## src/hw/rtl/bed_pkg.sv

```systemverilog
// Shared constants, codes and types for the brake event detector.
package bed_pkg;

  localparam int WINDOW_TAPS_DEF = 5;
  localparam int SAMPLE_BITS_DEF = 16;
  localparam int EMA_FRAC = 16;
  localparam int CFG_BITS = 16;
  localparam int TIME_BITS = 32;
  localparam int CFG_INDEX_BITS = 3;
  localparam int STATE_BITS = 2;

  localparam logic [STATE_BITS-1:0] ST_IDLE = 2'd0;
  localparam logic [STATE_BITS-1:0] ST_PENDING = 2'd1;
  localparam logic [STATE_BITS-1:0] ST_BRAKING = 2'd2;
  localparam logic [STATE_BITS-1:0] ST_RELEASING = 2'd3;

  localparam logic [CFG_INDEX_BITS-1:0] REG_THRESHOLD_ON = 3'd0;
  localparam logic [CFG_INDEX_BITS-1:0] REG_THRESHOLD_OFF = 3'd1;
  localparam logic [CFG_INDEX_BITS-1:0] REG_SMOOTH_WEIGHT = 3'd2;
  localparam logic [CFG_INDEX_BITS-1:0] REG_CONFIRM_MS = 3'd3;
  localparam logic [CFG_INDEX_BITS-1:0] REG_DEBOUNCE_MS = 3'd4;

  localparam logic [CFG_BITS-1:0] THRESHOLD_ON_RST = 16'hFECD;
  localparam logic [CFG_BITS-1:0] THRESHOLD_OFF_RST = 16'hFFB3;
  localparam logic [CFG_BITS-1:0] SMOOTH_WEIGHT_RST = 16'd9830;
  localparam logic [CFG_BITS-1:0] CONFIRM_MS_RST = 16'd150;
  localparam logic [CFG_BITS-1:0] DEBOUNCE_MS_RST = 16'd50;

  typedef struct packed {
    logic [CFG_BITS-1:0] threshold_on;
    logic [CFG_BITS-1:0] threshold_off;
    logic [CFG_BITS-1:0] smooth_weight;
    logic [CFG_BITS-1:0] confirm_ms;
    logic [CFG_BITS-1:0] debounce_ms;
  } cfg_t;

endpackage

```

## src/hw/rtl/brake_event_detector.sv

```systemverilog
// Top level of the brake event detector: configuration registers and pipeline control.
//
// Input transactions carry a signed acceleration sample and a millisecond
// timestamp on accel_sample and time_ms, taken when in_valid is high and
// in_stall is low. Every input transaction yields exactly one output
// transaction carrying the filtered value, the brake state and its flags.
// The path has three register stages: the sorted window row, the moving
// average and the state machine with the output register, and a result
// passes through them in that order. One transaction per cycle is
// sustained while out_stall is low; the moving-average update loop sets
// that figure.
// When the receiver holds out_stall, the result stays on the outputs and
// the stages behind it keep filling until each holds a transaction; only
// then does in_stall rise. Configuration registers are written through cfg_write,
// cfg_index and cfg_data while the block is idle, a rule for the user that the
// block does not enforce. An index past the last register is ignored. Synchronous
// reset clears the window to zeros, unseeds the average, returns the state machine
// to idle and loads the default thresholds, weight and times.
module brake_event_detector #(
  parameter int WINDOW_TAPS = bed_pkg::WINDOW_TAPS_DEF,
  parameter int SAMPLE_BITS = bed_pkg::SAMPLE_BITS_DEF
) (
  input  logic                                 clk,
  input  logic                                 rst,
  input  logic                                 cfg_write,
  input  logic [bed_pkg::CFG_INDEX_BITS-1:0]   cfg_index,
  input  logic [bed_pkg::CFG_BITS-1:0]         cfg_data,
  input  logic                                 in_valid,
  output logic                                 in_stall,
  input  logic signed [SAMPLE_BITS-1:0]        accel_sample,
  input  logic [bed_pkg::TIME_BITS-1:0]        time_ms,
  output logic                                 out_valid,
  input  logic                                 out_stall,
  output logic signed [SAMPLE_BITS-1:0]        filtered_accel,
  output logic [bed_pkg::STATE_BITS-1:0]       brake_state,
  output logic                                 is_braking,
  output logic                                 is_pending,
  output logic                                 light_on
);

  bed_pkg::cfg_t cfg;

  logic                              v1;
  logic                              v2;
  logic [bed_pkg::TIME_BITS-1:0]     t1;
  logic [bed_pkg::TIME_BITS-1:0]     t2;
  logic                              ready1;
  logic                              ready2;
  logic                              ready3;
  logic                              take1;
  logic                              take2;
  logic                              take3;
  logic signed [SAMPLE_BITS-1:0]     median;
  logic signed [SAMPLE_BITS-1:0]     filt;

  always_ff @(posedge clk) begin
    if (rst) begin
      cfg.threshold_on <= bed_pkg::THRESHOLD_ON_RST;
      cfg.threshold_off <= bed_pkg::THRESHOLD_OFF_RST;
      cfg.smooth_weight <= bed_pkg::SMOOTH_WEIGHT_RST;
      cfg.confirm_ms <= bed_pkg::CONFIRM_MS_RST;
      cfg.debounce_ms <= bed_pkg::DEBOUNCE_MS_RST;
    end else if (cfg_write) begin
      unique case (cfg_index)
        bed_pkg::REG_THRESHOLD_ON: cfg.threshold_on <= cfg_data;
        bed_pkg::REG_THRESHOLD_OFF: cfg.threshold_off <= cfg_data;
        bed_pkg::REG_SMOOTH_WEIGHT: cfg.smooth_weight <= cfg_data;
        bed_pkg::REG_CONFIRM_MS: cfg.confirm_ms <= cfg_data;
        bed_pkg::REG_DEBOUNCE_MS: cfg.debounce_ms <= cfg_data;
        default: begin
        end
      endcase
    end
  end

  assign ready3 = !out_valid || !out_stall;
  assign ready2 = !v2 || ready3;
  assign ready1 = !v1 || ready2;
  assign take1 = in_valid && ready1;
  assign take2 = v1 && ready2;
  assign take3 = v2 && ready3;
  assign in_stall = !ready1;

  always_ff @(posedge clk) begin
    if (rst) begin
      v1 <= 1'b0;
      v2 <= 1'b0;
      out_valid <= 1'b0;
    end else begin
      if (ready1) begin
        v1 <= in_valid;
      end
      if (ready2) begin
        v2 <= v1;
      end
      if (ready3) begin
        out_valid <= v2;
      end
    end
  end

  always_ff @(posedge clk) begin
    if (take1) begin
      t1 <= time_ms;
    end
    if (take2) begin
      t2 <= t1;
    end
  end

  bed_sort_chain #(
    .SAMPLE_BITS(SAMPLE_BITS),
    .WINDOW_TAPS(WINDOW_TAPS)
  ) u_chain (
    .clk(clk),
    .rst(rst),
    .shift(take1),
    .x(accel_sample),
    .median(median)
  );

  bed_ema #(
    .SAMPLE_BITS(SAMPLE_BITS)
  ) u_ema (
    .clk(clk),
    .rst(rst),
    .load(take2),
    .median(median),
    .alpha(cfg.smooth_weight),
    .filt(filt)
  );

  bed_fsm #(
    .SAMPLE_BITS(SAMPLE_BITS)
  ) u_fsm (
    .clk(clk),
    .rst(rst),
    .load(take3),
    .filt(filt),
    .now(t2),
    .cfg(cfg),
    .filtered_accel(filtered_accel),
    .brake_state(brake_state),
    .is_braking(is_braking),
    .is_pending(is_pending),
    .light_on(light_on)
  );

endmodule

```

## src/hw/rtl/bed_sort_cell.sv

```systemverilog
// One cell of the sorted running window: holds a sample and its age.
module bed_sort_cell #(
  parameter int SAMPLE_BITS = bed_pkg::SAMPLE_BITS_DEF,
  parameter int WINDOW_TAPS = bed_pkg::WINDOW_TAPS_DEF,
  parameter int IDX = 0,
  localparam int AW = $clog2(WINDOW_TAPS)
) (
  input  logic                          clk,
  input  logic                          rst,
  input  logic                          shift,
  input  logic signed [SAMPLE_BITS-1:0] x,
  input  logic                          gone_in,
  input  logic signed [SAMPLE_BITS-1:0] left_val,
  input  logic [AW-1:0]                 left_age,
  input  logic                          left_lt,
  input  logic signed [SAMPLE_BITS-1:0] right_val,
  input  logic [AW-1:0]                 right_age,
  output logic signed [SAMPLE_BITS-1:0] val,
  output logic [AW-1:0]                 age,
  output logic                          gone_out,
  output logic signed [SAMPLE_BITS-1:0] t_val,
  output logic [AW-1:0]                 t_age,
  output logic                          t_lt
);

  localparam logic [AW-1:0] OLDEST = AW'(WINDOW_TAPS - 1);
  localparam logic [AW-1:0] AGE_RST = AW'(IDX);
  localparam bit FIRST = (IDX == 0);
  localparam bit LAST = (IDX == WINDOW_TAPS - 1);

  logic signed [SAMPLE_BITS-1:0] val_next;
  logic [AW-1:0]                 age_next;

  // The oldest entry drops out and the cells to its right close the gap.
  assign gone_out = gone_in || (age == OLDEST);
  assign t_val = gone_out ? right_val : val;
  assign t_age = gone_out ? right_age : age;
  assign t_lt = !LAST && (t_val < x);

  always_comb begin
    if (t_lt) begin
      val_next = t_val;
      age_next = t_age + AW'(1);
    end else if (FIRST || left_lt) begin
      val_next = x;
      age_next = '0;
    end else begin
      val_next = left_val;
      age_next = left_age + AW'(1);
    end
  end

  always_ff @(posedge clk) begin
    if (rst) begin
      val <= '0;
      age <= AGE_RST;
    end else if (shift) begin
      val <= val_next;
      age <= age_next;
    end
  end

endmodule

```

## src/hw/rtl/bed_sort_chain.sv

```systemverilog
// Row of sort cells that keeps the window in order and yields its median.
module bed_sort_chain #(
  parameter int SAMPLE_BITS = bed_pkg::SAMPLE_BITS_DEF,
  parameter int WINDOW_TAPS = bed_pkg::WINDOW_TAPS_DEF
) (
  input  logic                          clk,
  input  logic                          rst,
  input  logic                          shift,
  input  logic signed [SAMPLE_BITS-1:0] x,
  output logic signed [SAMPLE_BITS-1:0] median
);

  localparam int AW = $clog2(WINDOW_TAPS);

  logic signed [SAMPLE_BITS-1:0] val [WINDOW_TAPS];
  logic [AW-1:0]                 age [WINDOW_TAPS];
  logic                          gone [WINDOW_TAPS];
  logic signed [SAMPLE_BITS-1:0] t_val [WINDOW_TAPS];
  logic [AW-1:0]                 t_age [WINDOW_TAPS];
  logic                          t_lt [WINDOW_TAPS];

  assign gone[0] = 1'b0;
  assign median = val[WINDOW_TAPS / 2];

  for (genvar i = 0; i < WINDOW_TAPS; i++) begin : g_cell
    logic signed [SAMPLE_BITS-1:0] lv;
    logic [AW-1:0]                 la;
    logic                          ll;
    logic signed [SAMPLE_BITS-1:0] rv;
    logic [AW-1:0]                 ra;

    if (i == 0) begin : g_first
      assign lv = '0;
      assign la = '0;
      assign ll = 1'b0;
    end else begin : g_inner_left
      assign lv = t_val[i-1];
      assign la = t_age[i-1];
      assign ll = t_lt[i-1];
    end

    if (i == WINDOW_TAPS - 1) begin : g_last
      assign rv = '0;
      assign ra = '0;
      bed_sort_cell #(
        .SAMPLE_BITS(SAMPLE_BITS), .WINDOW_TAPS(WINDOW_TAPS), .IDX(i)
      ) u_cell (
        .clk(clk), .rst(rst), .shift(shift), .x(x), .gone_in(gone[i]),
        .left_val(lv), .left_age(la), .left_lt(ll),
        .right_val(rv), .right_age(ra),
        .val(val[i]), .age(age[i]), .gone_out(),
        .t_val(t_val[i]), .t_age(t_age[i]), .t_lt(t_lt[i])
      );
    end else begin : g_inner
      assign rv = val[i+1];
      assign ra = age[i+1];
      bed_sort_cell #(
        .SAMPLE_BITS(SAMPLE_BITS), .WINDOW_TAPS(WINDOW_TAPS), .IDX(i)
      ) u_cell (
        .clk(clk), .rst(rst), .shift(shift), .x(x), .gone_in(gone[i]),
        .left_val(lv), .left_age(la), .left_lt(ll),
        .right_val(rv), .right_age(ra),
        .val(val[i]), .age(age[i]), .gone_out(gone[i+1]),
        .t_val(t_val[i]), .t_age(t_age[i]), .t_lt(t_lt[i])
      );
    end
  end

endmodule

```

## src/hw/rtl/bed_ema.sv

```systemverilog
// Exponential moving average of the median with sixteen extra fraction bits.
module bed_ema #(
  parameter int SAMPLE_BITS = bed_pkg::SAMPLE_BITS_DEF
) (
  input  logic                               clk,
  input  logic                               rst,
  input  logic                               load,
  input  logic signed [SAMPLE_BITS-1:0]      median,
  input  logic [bed_pkg::CFG_BITS-1:0]       alpha,
  output logic signed [SAMPLE_BITS-1:0]      filt
);

  localparam int AB = SAMPLE_BITS + bed_pkg::EMA_FRAC;
  localparam int DB = AB + 1;
  localparam int PB = DB + bed_pkg::CFG_BITS + 1;

  logic signed [AB-1:0]                 acc;
  logic signed [AB-1:0]                 acc_next;
  logic                                 seeded;
  logic signed [AB-1:0]                 med_sh;
  logic signed [DB-1:0]                 diff;
  logic signed [bed_pkg::CFG_BITS:0]    alpha_s;
  logic signed [PB-1:0]                 prod;
  logic signed [PB-1:0]                 step;

  assign med_sh = {median, {bed_pkg::EMA_FRAC{1'b0}}};
  assign diff = DB'(med_sh) - DB'(acc);
  assign alpha_s = {1'b0, alpha};
  assign prod = PB'(diff) * PB'(alpha_s);
  assign step = prod >>> bed_pkg::EMA_FRAC;
  assign acc_next = seeded ? (acc + $signed(step[AB-1:0])) : med_sh;
  assign filt = acc[AB-1:bed_pkg::EMA_FRAC];

  always_ff @(posedge clk) begin
    if (rst) begin
      acc <= '0;
      seeded <= 1'b0;
    end else if (load) begin
      acc <= acc_next;
      seeded <= 1'b1;
    end
  end

endmodule

```

## src/hw/rtl/bed_fsm.sv

```systemverilog
// Hysteresis state machine with confirm and release timing, and result register.
module bed_fsm #(
  parameter int SAMPLE_BITS = bed_pkg::SAMPLE_BITS_DEF
) (
  input  logic                                clk,
  input  logic                                rst,
  input  logic                                load,
  input  logic signed [SAMPLE_BITS-1:0]       filt,
  input  logic [bed_pkg::TIME_BITS-1:0]       now,
  input  bed_pkg::cfg_t                       cfg,
  output logic signed [SAMPLE_BITS-1:0]       filtered_accel,
  output logic [bed_pkg::STATE_BITS-1:0]      brake_state,
  output logic                                is_braking,
  output logic                                is_pending,
  output logic                                light_on
);

  localparam int CW = (SAMPLE_BITS > bed_pkg::CFG_BITS) ? SAMPLE_BITS : bed_pkg::CFG_BITS;

  logic [bed_pkg::STATE_BITS-1:0] state;
  logic [bed_pkg::STATE_BITS-1:0] state_next;
  logic [bed_pkg::TIME_BITS-1:0]  entry_time;
  logic [bed_pkg::TIME_BITS-1:0]  entry_time_next;
  logic [bed_pkg::TIME_BITS-1:0]  elapsed;
  logic signed [CW-1:0]           filt_x;
  logic signed [CW-1:0]           on_x;
  logic signed [CW-1:0]           off_x;
  logic                           below_on;
  logic                           above_off;
  logic                           confirmed;
  logic                           debounced;

  assign filt_x = CW'(filt);
  assign on_x = CW'($signed(cfg.threshold_on));
  assign off_x = CW'($signed(cfg.threshold_off));
  assign below_on = filt_x < on_x;
  assign above_off = filt_x > off_x;
  assign elapsed = now - entry_time;
  assign confirmed = elapsed >= bed_pkg::TIME_BITS'(cfg.confirm_ms);
  assign debounced = elapsed >= bed_pkg::TIME_BITS'(cfg.debounce_ms);

  always_comb begin
    state_next = state;
    entry_time_next = entry_time;
    unique case (state)
      bed_pkg::ST_IDLE: begin
        if (below_on) begin
          state_next = bed_pkg::ST_PENDING;
          entry_time_next = now;
        end
      end
      bed_pkg::ST_PENDING: begin
        if (above_off) begin
          state_next = bed_pkg::ST_IDLE;
        end else if (confirmed) begin
          state_next = bed_pkg::ST_BRAKING;
        end
      end
      bed_pkg::ST_BRAKING: begin
        if (above_off) begin
          state_next = bed_pkg::ST_RELEASING;
          entry_time_next = now;
        end
      end
      default: begin
        if (below_on) begin
          state_next = bed_pkg::ST_BRAKING;
        end else if (debounced) begin
          state_next = bed_pkg::ST_IDLE;
        end
      end
    endcase
  end

  always_ff @(posedge clk) begin
    if (rst) begin
      state <= bed_pkg::ST_IDLE;
      entry_time <= '0;
    end else if (load) begin
      state <= state_next;
      entry_time <= entry_time_next;
    end
  end

  always_ff @(posedge clk) begin
    if (load) begin
      filtered_accel <= filt;
    end
  end

  assign brake_state = state;
  assign is_braking = (state == bed_pkg::ST_BRAKING);
  assign is_pending = (state == bed_pkg::ST_PENDING);
  assign light_on = (state != bed_pkg::ST_IDLE);

endmodule
```

## config.mk

```make
export PLATFORM = sky130hd
export DESIGN_NAME = brake_event_detector
export DESIGN_NICKNAME = d
export VERILOG_FILES = /design/src/hw/rtl/bed_pkg.sv /design/src/hw/rtl/brake_event_detector.sv /design/src/hw/rtl/bed_sort_cell.sv /design/src/hw/rtl/bed_sort_chain.sv /design/src/hw/rtl/bed_ema.sv /design/src/hw/rtl/bed_fsm.sv
export SDC_FILE = /design/constraint.sdc
export NUM_CORES = 2
export LEC_CHECK = 0
export BUFFER_PORTS_ARGS = -buffer_cell sky130_fd_sc_hd__buf_4
export CAP_MARGIN = 5
export CELL_PAD_IN_SITES_DETAIL_PLACEMENT = 0
export CELL_PAD_IN_SITES_GLOBAL_PLACEMENT = 1
export CORE_ASPECT_RATIO = 1.1
export CORE_MARGIN = 2
export CORE_UTILIZATION = 54
export DETAILED_ROUTE_END_ITERATION = 16
export PLACE_DENSITY = 0.95
export RECOVER_POWER = 25
export SYNTH_ARGS = -nofsm -noshare
export SYNTH_HDL_FRONTEND = slang
export SYNTH_SLANG_ARGS = --single-unit
```

## constraint.sdc

```tcl
create_clock -name clk -period 14.9 [get_ports clk]
set_input_delay 4.47 -clock clk [delete_from_list [all_inputs] [get_ports clk]]
set_output_delay 4.47 -clock clk [all_outputs]
set_load 0.05 [all_outputs]
```

==> metrics.md <==
| Metric | Value |
|---|---|
| Status | `finished with violations` |
| Failing checks | `capacitance limit, slew limit` |
| Syn Nets | `5355` |
| Post-Place Cells | `5346` |
| Num CTS Buffers | `35` |
| DP HPWL | `73600 µm` |
| Final worst path period share | `83.3%` |
| CTS H-Tree Depth | `2` |
| Setup Fix Bufs, Post-CTS | `0` |
| First drt pass iteration count | `5` |
| Chip width | `257 µm` |
| Clock slew at reported path FFs | `0.06 ns` |
| Initial antenna violation count | `2` |
| Max incr delay on CP | `5.73 ns` |
| Final net count | `5336` |
| Hold_buf cts | `0` |
| Critical path capture point type | `flop` |
| DRT iter0 DRCs | `1736` |
| Syn avg cell area | `8.52 µm²` |
| Non-filler cells, final | `5410` |
| Clock Path Buffers | `3` |
| Final Util | `58.3%` |
| Fmax | `0.0805 GHz` |
| Endpoints failing setup | `0` |
| Final Hold Vio Count | `0` |
| GR Util All Layers | `27.7%` |
| Worst slew margin | `-441%` |
| Core Rows | `102` |
| Routability cong. | `0.915` |
| Via count | `30400` |
| Worst EP arrival | `12.47 ns` |
| Yosys warns | `0` |
| Initial Util | `54.3%` |
| CP Data Required Time | `14.95 ns` |
| RSZ-0062 raised after global routing | `false` |
| Post-Route WL | `98800 µm` |
| Routed WL per cell | `18.3 µm` |
| Synthesis-to-finish area growth | `7.31%` |
| Global route total overflow | `0` |
| DRC viols | `0` |
| Worst Max-Slew Pin Slew | `8.12 ns` |
| Most common cell after layout, fill and taps aside | `inv_1` |
| First-pass GRT wire length | `161000 µm` |
| Post-DRT Antenna Nets | `0` |
| CORE AREA | `70100 µm²` |
| Clk root buf | `clkbuf_16` |
| Cell Area, Synth | `38100 µm²` |
| Via-to-Cell Ratio | `5.61` |
| Share of layout cells above drive strength 1 | `5.63%` |
| EDFF count, synth | `80` |
| Largest net degree at the start of global routing | `183` |
| Sequential-to-total area share from yosys stat | `19.2%` |
| FILL cells | `6194` |
| Worst path most repeated cell | `clkbuf_1` |
| Number of max-cap violations | `2` |
| Reg area | `7320 µm²` |
| Vias in the first global route | `30700` |
| IO Pins | `95` |
| Final max-slew violation count | `233` |
| Ys flop type | `dfxtp_1` |
| Worst path slowest cell | `clkbuf_1` |
| Asr flop ratio synth | `0%` |
| Clock tree sinks | `325` |
| DIE HEIGHT | `282 µm` |
| HP Class | `flop to flop` |
| Most frequent cells in the layout | `inv_1 (800), nand2_1 (601), fa_1 (491)` |
| Port Buffers | `94` |
| WHS Path Cells | `0` |
| Post-CTS resize count | `0` |
| Worst path cell trace | `clkbuf_1 > clkbuf_1 > a2111oi_0` |
| Worst Setup Path Type | `primary input to flop` |
| Clock skew | `0.0281 ns` |
| Worst setup SP type | `primary input` |
| Synth cell types | `80` |
| Die area | `72600 µm²` |
| Worst-Skew Late Latency | `0.56 ns` |
| Crit Path Max Fanout | `182` |
| Post-route minimum period | `12.42 ns` |
| CTS tree | `yes` |
| Cells after synthesis | `4466` |
| Worst R2R Path Depth | `46` |
| Setup TNS | `0 ns` |
| Flops & latches, synth | `325` |
| Multi-input logic area | `27100 µm²` |
routing by layer:
layer | vias to the layer above | part of all wire, % | global-route usage (%)
met5 | - | 0.013 | 0
met4 | 2 | 3.4 | 9.82
met3 | 223 | 6.0 | 3.99
met2 | 933 | 50 | 49.5
met1 | 15000 | 40 | 34.2
li1 | 14200 | - | -
cells by family after synthesis:
| kind of cell | after synthesis | synth area share, % |
|---|---|---|
| and+or+nand+nor | 1350 | 16.4 |
| adders and majority gates | 817 | 36.5 |
| xor gates and xnor gates | 122 | 2.83 |
| AOI/OAI and AO/OA | 752 | 12.5 |
| DFF | 325 | 19.2 |
| buffers and inverters | 1003 | 9.97 |
| muxes | 97 | 2.60 |
worst max-delay path, delay by kind of cell:
| kind | cells | cell delay [ns] |
|---|---|---|
| compound gates | 1 | 0.45 |
| buf+inv | 2 | 7.44 |
layout make-up:
cell class                      count  area share, %
Sequential cell                   325           17.9
Clock buffer                       45           2.34
Timing Repair Buffer              145           2.63
Clock inverter                     18          0.459
Inverter                          802           7.37
Tap cell                          936           2.87
Multi-Input combinational cell   3138           66.4
Antenna cell                        1        0.00613
cells in the mapped netlist, types with 19 or more instances:
cell      number  area, µm²
nand2b_1      33        206
nor2b_1       30        188
fa_1         491       9830
nor3_1        54        270
o21a_1        23        173
xnor2_1       83        727
o211ai_1      22        165
edfxtp_1      80       2400
a211o_1       27        236
and2_1       221       1380
dfxtp_1      245       4900
xor2_1        38        333
nand3b_1      19        143
clkbuf_1     177        664
nor2_1       274       1030
a31oi_1       21        131
inv_1        801       3010
a211oi_1      66        495
nand4_1       32        200
a21o_1        73        548
nand3_1       33        165
a21oi_1      272       1360
o21ai_0      117        586
ha_1         326       4080
mux2i_1       92        921
nand2_1      602       2260
a22oi_1       27        203
final timing paths:
| check | from | end | slack, ns |
|---|---|---|---|
| worst min register to register | t1[26] | t2[26] | 0.42 |
| worst min-delay path | t1[26] | t2[26] | 0.42 |
| worst max register to register | u_ema.acc[0] | u_ema.acc[31] | 3.14 |
| worst max-delay path | rst | u_ema.acc[19] | 2.48 |
state kept, by name (all words and copies together) (netlist names):
name and flops:
t1 32, u_chain.g_cell.g_inner.u_cell.age 12, v2 1, v1 1, u_chain.g_cell.g_inner.u_cell.val 64, u_fsm.filtered_accel 16, u_ema.acc 32, u_fsm.entry_time 32
t2 32, u_chain.g_cell.g_last.u_cell.val 16, out_valid 1, cfg 80, u_fsm.brake_state 2, u_ema.seeded 1, u_chain.g_cell.g_last.u_cell.age 3
stage by stage:
| stage | area [µm²] | worst slack (ns) | hold slack (ns) |
|---|---|---|---|
| final | 40800 | 2.48 | 0.417 |
| after global routing | 40800 | 1.56 | 0.429 |
| after CTS | 40900 | 3.46 | 0.420 |
| after detailed placement | 39700 | 3.52 | 0.405 |
| after global placement | 39700 | 3.77 | 0.401 |
| after floorplan | 38100 | 4.74 | 0.400 |
Power is left out: the tool's default activity adds up to more than one toggle a clock period on the data nets, which glitch-free logic cannot reach.
